[config.mk]
export PLATFORM = sky130hd
export DESIGN_NAME = max_priority_queue_stable_top
export DESIGN_NICKNAME = d
export VERILOG_FILES = /design/src/hdl/mpqs_pkg.sv /design/src/hdl/mpqs_cell.sv /design/src/hdl/max_priority_queue_stable_top.sv
export SDC_FILE = /design/constraint.sdc
export NUM_CORES = 2
export LEC_CHECK = 0
export BUFFER_PORTS_ARGS = -buffer_cell sky130_fd_sc_hd__buf_4
export CAP_MARGIN = 20
export CELL_PAD_IN_SITES_DETAIL_PLACEMENT = 2
export CELL_PAD_IN_SITES_GLOBAL_PLACEMENT = 2
export CORE_MARGIN = 2
export CORE_UTILIZATION = 45
export CTS_CLUSTER_DIAMETER = 120
export DETAILED_ROUTE_END_ITERATION = 10
export GPL_TIMING_DRIVEN = 0
export MAX_ROUTING_LAYER = met4
export PLACE_DENSITY = 0.83
export SKIP_CTS_REPAIR_TIMING = 1
export SLEW_MARGIN = 40
export SYNTH_ARGS = -nofsm -noshare
export SYNTH_HDL_FRONTEND = slang
export SYNTH_HIERARCHICAL = 1
export SYNTH_SLANG_ARGS = --single-unit
[constraint.sdc]
create_clock -name clk -period 4.5 [get_ports clk]
set_input_delay 0.675 -clock clk [delete_from_list [all_inputs] [get_ports clk]]
set_output_delay 0.675 -clock clk [all_outputs]
set_load 0.01 [all_outputs]
[src/hdl/mpqs_pkg.sv]
// ----------------------------------------------------------------------------
// mpqs_pkg
// Types and codes shared by the stable max-priority queue.
// ----------------------------------------------------------------------------
package mpqs_pkg;

	localparam logic OP_INSERT = 1'b0;
	localparam logic OP_REMOVE = 1'b1;

	localparam logic [1:0] ST_DONE  = 2'd0;
	localparam logic [1:0] ST_EMPTY = 2'd1;
	localparam logic [1:0] ST_FULL  = 2'd2;

	typedef struct packed {
		logic        operation;
		logic [15:0] entry_id;
		logic [15:0] wait_time;
	} req_t;

	typedef struct packed {
		logic [1:0]  status;
		logic [15:0] removed_id;
		logic [15:0] removed_wait;
		logic [4:0]  occupancy;
	} rsp_t;

	typedef struct packed {
		logic [15:0] id;
		logic [15:0] wt;
	} entry_t;

	typedef struct packed {
		logic load;
		logic shift;
	} cell_ctl_t;

	typedef enum logic [1:0] {
		S_IDLE,
		S_SCAN,
		S_SHIFT,
		S_DONE
	} state_t;

endpackage

[src/hdl/mpqs_cell.sv]
// ----------------------------------------------------------------------------
// mpqs_cell
// One queue slot: holds an entry, forwards the running maximum toward the
// tail one slot per cycle, and shifts toward the head on a remove.
// ----------------------------------------------------------------------------
module mpqs_cell #(
	parameter int DEPTH = 16,
	parameter int IDX   = 0
) (
	input  logic                       clk,
	input  logic                       arst_n,
	input  mpqs_pkg::cell_ctl_t        ctl,
	input  logic [$clog2(DEPTH+1)-1:0] count,
	input  logic [$clog2(DEPTH)-1:0]   sel_idx,
	input  mpqs_pkg::entry_t           ins_ent,
	input  mpqs_pkg::entry_t           next_ent,
	input  logic                       prev_found,
	input  mpqs_pkg::entry_t           prev_best,
	input  logic [$clog2(DEPTH)-1:0]   prev_idx,
	output mpqs_pkg::entry_t           ent,
	output logic                       best_found,
	output mpqs_pkg::entry_t           best,
	output logic [$clog2(DEPTH)-1:0]   best_idx
);

	localparam int CW = $clog2(DEPTH+1);
	localparam int IW = $clog2(DEPTH);
	localparam logic [CW-1:0] IDX_C = CW'(IDX);
	localparam logic [IW-1:0] IDX_I = IW'(IDX);

	mpqs_pkg::entry_t ent_q;
	mpqs_pkg::entry_t best_q;
	logic [IW-1:0]    best_idx_q;
	logic             best_found_q;
	logic             valid;
	logic             take_self;

	assign valid     = count > IDX_C;
	assign take_self = valid && (!prev_found || ent_q.wt > prev_best.wt);

	always_ff @(posedge clk) begin
		if (ctl.load && count == IDX_C) begin
			ent_q <= ins_ent;
		end else if (ctl.shift && IDX_I >= sel_idx) begin
			ent_q <= next_ent;
		end
		if (take_self) begin
			best_q     <= ent_q;
			best_idx_q <= IDX_I;
		end else begin
			best_q     <= prev_best;
			best_idx_q <= prev_idx;
		end
	end

	always_ff @(posedge clk or negedge arst_n) begin
		if (!arst_n) begin
			best_found_q <= 1'b0;
		end else begin
			best_found_q <= take_self || prev_found;
		end
	end

	assign ent        = ent_q;
	assign best       = best_q;
	assign best_idx   = best_idx_q;
	assign best_found = best_found_q;

endmodule

[src/hdl/max_priority_queue_stable_top.sv]
// ----------------------------------------------------------------------------
// max_priority_queue_stable_top
// Bounded queue in arrival order; remove returns the oldest max-wait entry.
//
//   channel  | handshake              | payload
//   ---------+------------------------+-------------------------------
//   request  | req_valid / req_ready  | req  (operation, id, wait)
//   response | rsp_valid / rsp_ready  | rsp  (status, id, wait, occ)
//
// Insert and empty remove go from IDLE to DONE. Remove runs SCAN, SHIFT, DONE;
// SCAN lasts while the running maximum walks the slot chain one slot per cycle.
// Slot contents are undefined after reset; count, state and flags are cleared.
// A waiting response sits in an output register; a new request is taken
// once the previous result has moved into it.
// ----------------------------------------------------------------------------
module max_priority_queue_stable_top #(
	parameter int DEPTH = 16
) (
	input  logic           clk,
	input  logic           arst_n,
	input  logic           req_valid,
	output logic           req_ready,
	input  mpqs_pkg::req_t req,
	output logic           rsp_valid,
	input  logic           rsp_ready,
	output mpqs_pkg::rsp_t rsp
);

	localparam int CW = $clog2(DEPTH+1);
	localparam int IW = $clog2(DEPTH);
	localparam logic [CW-1:0] FULL_C = CW'(DEPTH);
	localparam logic [IW-1:0] LAST_C = IW'(DEPTH-1);

	mpqs_pkg::state_t    state_q, state_d;
	mpqs_pkg::cell_ctl_t ctl;
	logic [CW-1:0]       cnt_q;
	logic [IW-1:0]       scan_q;
	logic                accept;
	logic                push;
	logic [1:0]          res_status_q;
	mpqs_pkg::entry_t    res_ent_q;
	mpqs_pkg::rsp_t      rsp_q;
	logic                rsp_valid_q;
	logic [31:0]         occ_w;
	mpqs_pkg::entry_t    ins_ent;

	mpqs_pkg::entry_t    ent      [DEPTH];
	mpqs_pkg::entry_t    best     [DEPTH];
	logic [IW-1:0]       best_idx [DEPTH];
	logic                best_fnd [DEPTH];

	assign accept     = req_valid && req_ready;
	assign ins_ent.id = req.entry_id;
	assign ins_ent.wt = req.wait_time;

	// next state
	always_comb begin
		state_d = state_q;
		case (state_q)
			mpqs_pkg::S_IDLE: begin
				if (accept) begin
					if (req.operation == mpqs_pkg::OP_REMOVE && cnt_q != '0) begin
						state_d = mpqs_pkg::S_SCAN;
					end else begin
						state_d = mpqs_pkg::S_DONE;
					end
				end
			end
			mpqs_pkg::S_SCAN: begin
				if (scan_q == LAST_C) begin
					state_d = mpqs_pkg::S_SHIFT;
				end
			end
			mpqs_pkg::S_SHIFT: begin
				state_d = mpqs_pkg::S_DONE;
			end
			mpqs_pkg::S_DONE: begin
				if (!rsp_valid_q || rsp_ready) begin
					state_d = mpqs_pkg::S_IDLE;
				end
			end
			default: begin
				state_d = mpqs_pkg::S_IDLE;
			end
		endcase
	end

	// outputs
	always_comb begin
		req_ready = 1'b0;
		ctl.load  = 1'b0;
		ctl.shift = 1'b0;
		push      = 1'b0;
		case (state_q)
			mpqs_pkg::S_IDLE: begin
				req_ready = 1'b1;
				ctl.load  = accept && req.operation == mpqs_pkg::OP_INSERT
					&& cnt_q != FULL_C;
			end
			mpqs_pkg::S_SHIFT: begin
				ctl.shift = 1'b1;
			end
			mpqs_pkg::S_DONE: begin
				push = !rsp_valid_q || rsp_ready;
			end
			default: begin
			end
		endcase
	end

	always_ff @(posedge clk or negedge arst_n) begin
		if (!arst_n) begin
			state_q     <= mpqs_pkg::S_IDLE;
			cnt_q       <= '0;
			scan_q      <= '0;
			rsp_valid_q <= 1'b0;
		end else begin
			state_q <= state_d;
			if (ctl.load) begin
				cnt_q <= cnt_q + 1'b1;
			end else if (ctl.shift) begin
				cnt_q <= cnt_q - 1'b1;
			end
			if (state_q == mpqs_pkg::S_SCAN) begin
				scan_q <= scan_q + 1'b1;
			end else begin
				scan_q <= '0;
			end
			if (push) begin
				rsp_valid_q <= 1'b1;
			end else if (rsp_ready) begin
				rsp_valid_q <= 1'b0;
			end
		end
	end

	assign occ_w = 32'(cnt_q);

	always_ff @(posedge clk) begin
		if (accept) begin
			res_ent_q <= '0;
			if (req.operation == mpqs_pkg::OP_INSERT) begin
				res_status_q <= (cnt_q == FULL_C) ? mpqs_pkg::ST_FULL : mpqs_pkg::ST_DONE;
			end else begin
				res_status_q <= (cnt_q == '0) ? mpqs_pkg::ST_EMPTY : mpqs_pkg::ST_DONE;
			end
		end else if (ctl.shift) begin
			res_ent_q <= best[DEPTH-1];
		end
		if (push) begin
			rsp_q.status       <= res_status_q;
			rsp_q.removed_id   <= res_ent_q.id;
			rsp_q.removed_wait <= res_ent_q.wt;
			rsp_q.occupancy    <= occ_w[4:0];
		end
	end

	assign rsp_valid = rsp_valid_q;
	assign rsp       = rsp_q;

	for (genvar i = 0; i < DEPTH; i++) begin : g_cell
		logic             prev_found;
		mpqs_pkg::entry_t prev_best;
		logic [IW-1:0]    prev_idx;
		mpqs_pkg::entry_t next_ent;

		if (i == 0) begin : g_head
			assign prev_found = 1'b0;
			assign prev_best  = '0;
			assign prev_idx   = '0;
		end else begin : g_body
			assign prev_found = best_fnd[i-1];
			assign prev_best  = best[i-1];
			assign prev_idx   = best_idx[i-1];
		end

		if (i == DEPTH-1) begin : g_tail
			assign next_ent = ent[i];
		end else begin : g_mid
			assign next_ent = ent[i+1];
		end

		mpqs_cell #(
			.DEPTH(DEPTH),
			.IDX  (i)
		) u_cell (
			.clk       (clk),
			.arst_n    (arst_n),
			.ctl       (ctl),
			.count     (cnt_q),
			.sel_idx   (best_idx[DEPTH-1]),
			.ins_ent   (ins_ent),
			.next_ent  (next_ent),
			.prev_found(prev_found),
			.prev_best (prev_best),
			.prev_idx  (prev_idx),
			.ent       (ent[i]),
			.best_found(best_fnd[i]),
			.best      (best[i]),
			.best_idx  (best_idx[i])
		);
	end

endmodule
Yosys cells after proc, flatten, opt, wreduce, memory -nomap -nowiden
Index checks and enable logic that the tools add are counted.
{ "word_totals": {"register_bits": 1173, "elab_cells": 359, "inputBits": 37} }
{ "classes": {"muxes": 63, "bitwise_logic": 1, "magnitude_cmp": 46, "reduce_logical": 117, "eq_ne": 24, "add_sub_neg": 3} }
{ "op_table": {"columns": ["operator", "n"], "rows": [
  ["32-bit 2-to-1 mux", 45],
  ["16-bit greater-than comparator", 15],
  ["1-bit logical AND", 50],
  ["5-bit by 4-bit equality test with 1-bit output (second input constant)", 8],
  ["5-bit by 4-bit greater-than comparator with 1-bit output (second input constant)", 8],
  ["2-bit nonzero test", 17],
  ["1-bit logical OR", 30],
  ["4-bit greater-or-equal comparator (first input constant)", 7],
  ["5-bit by 3-bit equality test with 1-bit output (second input constant)", 4],
  ["5-bit by 3-bit greater-than comparator with 1-bit output (second input constant)", 4],
  ["3-bit by 4-bit greater-or-equal comparator with 1-bit output (first input constant)", 4],
  ["1-bit zero test", 16],
  ["2-bit 2-to-1 mux", 6],
  ["5-bit by 2-bit equality test with 1-bit output (second input constant)", 2],
  ["5-bit by 1-bit greater-than comparator with 1-bit output (second input constant)", 2],
  ["5-bit by 2-bit greater-than comparator with 1-bit output (second input constant)", 2],
  ["5-bit 2-to-1 mux", 2],
  ["1-bit by 4-bit greater-or-equal comparator with 1-bit output (first input constant)", 2],
  ["2-bit by 4-bit greater-or-equal comparator with 1-bit output (first input constant)", 2],
  ["1-bit 2-to-1 mux", 8],
  ["2-bit one-hot mux with 4 select lines", 1],
  ["2-bit inequality test (second input constant)", 3],
  ["5-bit by 1-bit adder with 5-bit output (second input constant)", 1],
  ["5-bit by 1-bit equality test with 1-bit output (second input constant)", 1],
  ["other kinds (13)", 14]
]} }

Depth between registers and ports, before layout
{ "logic_depth": {"word_depth": 8, "depth_mapped": 10, "depth_no_buf": 10} }

Cells and area by module
Netlist, hierarchy kept.
{ "modules_own_cells": {"columns": ["module", "area_each_um2", "n_inst", "cells_per_inst", "seq_area_each_um2"], "rows": [
  ["mpqs_cell (g_cell[2].u_cell ...)", 3647.2, 2, 303, 1706.6],
  ["mpqs_cell (g_cell[3].u_cell)", 3737.3, 1, 329, 1706.6],
  ["mpqs_cell (g_cell[13].u_cell)", 3693.5, 1, 331, 1706.6],
  ["mpqs_cell (g_cell[10].u_cell)", 3687.3, 1, 332, 1706.6],
  ["mpqs_cell (g_cell[14].u_cell)", 3683.5, 1, 331, 1706.6],
  ["mpqs_cell (g_cell[6].u_cell)", 3683.5, 1, 330, 1706.6],
  ["mpqs_cell (g_cell[5].u_cell)", 3681.0, 1, 330, 1706.6],
  ["mpqs_cell (g_cell[12].u_cell)", 3679.8, 1, 331, 1706.6],
  ["mpqs_cell (g_cell[11].u_cell)", 3676.0, 1, 329, 1706.6],
  ["mpqs_cell (g_cell[4].u_cell)", 3647.2, 1, 304, 1706.6],
  ["mpqs_cell (g_cell[1].u_cell)", 3638.5, 1, 302, 1706.6],
  ["mpqs_cell (g_cell[0].u_cell)", 3535.9, 1, 329, 1706.6],
  ["max_priority_queue_stable_top", 3138.0, 1, 216, 2172.1],
  ["mpqs_cell (g_cell[15].u_cell)", 3055.4, 1, 207, 1706.6],
  ["+2 rows", null, null, null, null]
]} }

Worst setup path after synthesis
OpenSTA, ideal clock, no wires.
{ "synth_path": {"path_kind": "reg-to-reg", "startpoint": "register cnt_q[3]", "endpoint": "register g_cell[7].u_cell.ent_q, in the netlist g_cell[7].u_cell/ent[0], enable pin", "setup_slack_ns": 0.903, "arrival_time_ns": 3.209, "stages_incl_launch_ff": 7, "synth_period_minus_slack_ns": 3.597, "cell_sequence": "dfrtp_1 nor4_4 a211oi_4 nand4_1 nor3_1 clkbuf_1 a21o_1"} }
{ "synth_lines": {"columns": ["item", "line_no", "rtl"], "rows": [
  ["start: declaration", "max_priority_queue_stable_top.sv:36", "logic [CW-1:0] cnt_q;"],
  ["start signal: assignment", "max_priority_queue_stable_top.sv:120", "cnt_q <= cnt_q + 1'b1;"],
  ["start signal: assignment", "max_priority_queue_stable_top.sv:122", "cnt_q <= cnt_q - 1'b1;"],
  ["end signal: assignment", "mpqs_cell.sv:43", "ent_q <= ins_ent;"],
  ["end signal: assignment", "mpqs_cell.sv:45", "ent_q <= next_ent;"],
  ["end: declaration", "mpqs_cell.sv:31", "mpqs_pkg::entry_t ent_q;"]
]} }

==> impl_metrics.json <==
{
  "area_growth_pct": 13.38,
  "hold_ws_ns": 0.2182,
  "met2_length_um": 118400,
  "hold_start": "rsp_ready",
  "status": "complete, no violations",
  "yosysWarnings": 6,
  "clk_latency_ns": 0.80,
  "utilization_pct": 51.47,
  "clockRootBuffer": "clkbuf_16",
  "fin_nets": 5624,
  "top_layer": "met4",
  "cp.required_ns": 4.95,
  "wl_met1_um": 92740,
  "start_util_pct": 45.39,
  "die_x_um": 368.4,
  "grt_usage_pct": 35.71,
  "dpl-instance-area_mm2": 0.06303,
  "grt_pass1_vias": 51783,
  "crit_path_end_kind": "register",
  "clockBufferDepth": 3,
  "place_hpwl_um": 157700,
  "period_share_pct": 96.39,
  "stdcell_area_mm2": 0.06775,
  "syn-cell-area_mm2": 0.05975,
  "drt_iter0_drc": 4733,
  "rsz0062_at_grt": "no",
  "peakVddDrop_uv": 389.6,
  "fmax_mhz": 230.5,
  "drv_slew": 0,
  "startpoint_type": "register",
  "finClkSkew_ns": 0.02768,
  "gp_congestion": 0.8973,
  "cap_violations": 0,
  "p_leak_nw": 26.25,
  "critPathKind": "reg -> reg",
  "floorplan.die.height_um": 368.4,
  "hp-class": "in -> reg",
  "clk_pin_slew_ns": 0.06,
  "hold_viol": 0,
  "syn_area_per_cell_um2": 11.90,
  "num_vias": 47704,
  "startpoint": "cnt_q[3]",
  "portBuffers": 77,
  "gr-total-overflow": 0,
  "rows": 133,
  "min_period_ns": 4.338,
  "cts_sinks": 1188,
  "viasPerCell": 6.630,
  "wl_um": 240000,
  "drc": 0,
  "ant_nets": 0,
  "grt_start_max_net_pins": 40,
  "io_pins": 78,
  "grt_pass1_wl_um": 353500,
  "worstMarginPinSlew_ns": 0.8904,
  "wire_per_inst_um": 33.36,
  "core_mm2": 0.1316,
  "final_layout_size_suffix_gt1_share_pct": 22.56,
  "crit_fanout": 32,
  "r2r_start": "cnt_q[3]",
  "slew_headroom_pct": 40.18,
  "synthCells": 5022,
  "dr.pass1.iters": 5,
  "numCtsBuffers": 135,
  "dieArea_mm2": 0.1357,
  "antenna_found_initial": 14,
  "p_per_area_mw_per_mm2": 828.3,
  "setup_violations": 0,
  "h-tree-depth": 4,
  "dr_wl_met3_um": 14510,
  "crit_arrival_ns": 4.79,
  "cts_tree": "done",
  "power_mw": 56.11
}
## area by class of cell
class / instances / area [um^2]
Antenna cell: 5 / 12.51
Buffer: 417 / 2118
Clock buffer: 188 / 3864
Clock inverter: 64 / 656.9
Fill cell: 12693 / 63890
Inverter: 526 / 1974
Multi-Input combinational cell: 2963 / 26640
Sequential cell: 1188 / 29470
Tap cell: 1755 / 2196
Timing Repair Buffer: 89 / 815.8
## layer usage
layer  track usage [%]  up-vias
met5                 -        -
met4             19.74        0
met3             5.491      824
met2             58.81     2188
met1             41.83    24681
li1                  -    20011
## state kept, by name, summed over array words and instances, names as in the netlist
| name | count |
|---|---|
| g_cell.u_cell/best_found | 15 |
| scan_q | 4 |
| res_status_q | 2 |
| g_cell.u_cell/ent | 512 |
| res_ent_q | 32 |
| rsp | 39 |
| rsp_valid | 1 |
| state_q | 2 |
| g_cell.u_cell/best | 512 |
| cnt_q | 5 |
| g_cell.u_cell/best_idx | 64 |
## path summary, 6_finish.rpt
kind,to,slack [ns],cells after the start
worst min-delay path,rsp_valid,0.22,3
max in group asynchronous,cnt_q[1],3.52,2
min in group asynchronous,cnt_q[0],0.46,2
worst max-delay path,g_cell[10].u_cell/ent[2],0.16,9
worst max register to register,g_cell[10].u_cell/ent[2],0.16,9
worst min register to register,rsp[38],0.43,0
## worst max-delay path, stage by stage (launching register included)
cell and delay [ns]:
dfrtp_4 0.68, buf_12 0.24, nor4_4 0.09, a211oi_4 0.57, buf_4 0.33, buf_4 0.28, nor4bb_1 0.43, nand3b_1 0.42
clkbuf_1 0.48, nand2_8 0.39
## through the flow
step | instances | TNS (ns) | setup WS (ns)
final | 7195 | 0 | 0.1624
after global routing | 7193 | 0 | 0.1042
after CTS | 7186 | -3.274 | -0.1157
after detailed placement | 6934 | 0 | 0.1084
after global placement | 6926 | -1204.96 | -1.956
after floorplan | 5094 | 0 | 0.9029
## power by group
group	switching (mW)	internal [mW]	leakage [nW]
sequential	3.37	16.1	10.5
combinational	15.3	9.87	13.6
clock	5.02	6.48	2.20
total	23.7	32.4	26.3
## placed cells by master, fill, tap and decap left out, types with 140 or more instances in the layout
cell type    n
a32oi_1    288
clkbuf_1   283
mux2_2     489
clkbuf_16  140
nor4b_1    222
inv_1      526
nor4_1     198
dfxtp_1    608
ha_1       265
edfxtp_1   553
Note: power is estimated with default switching activity, not from simulation.
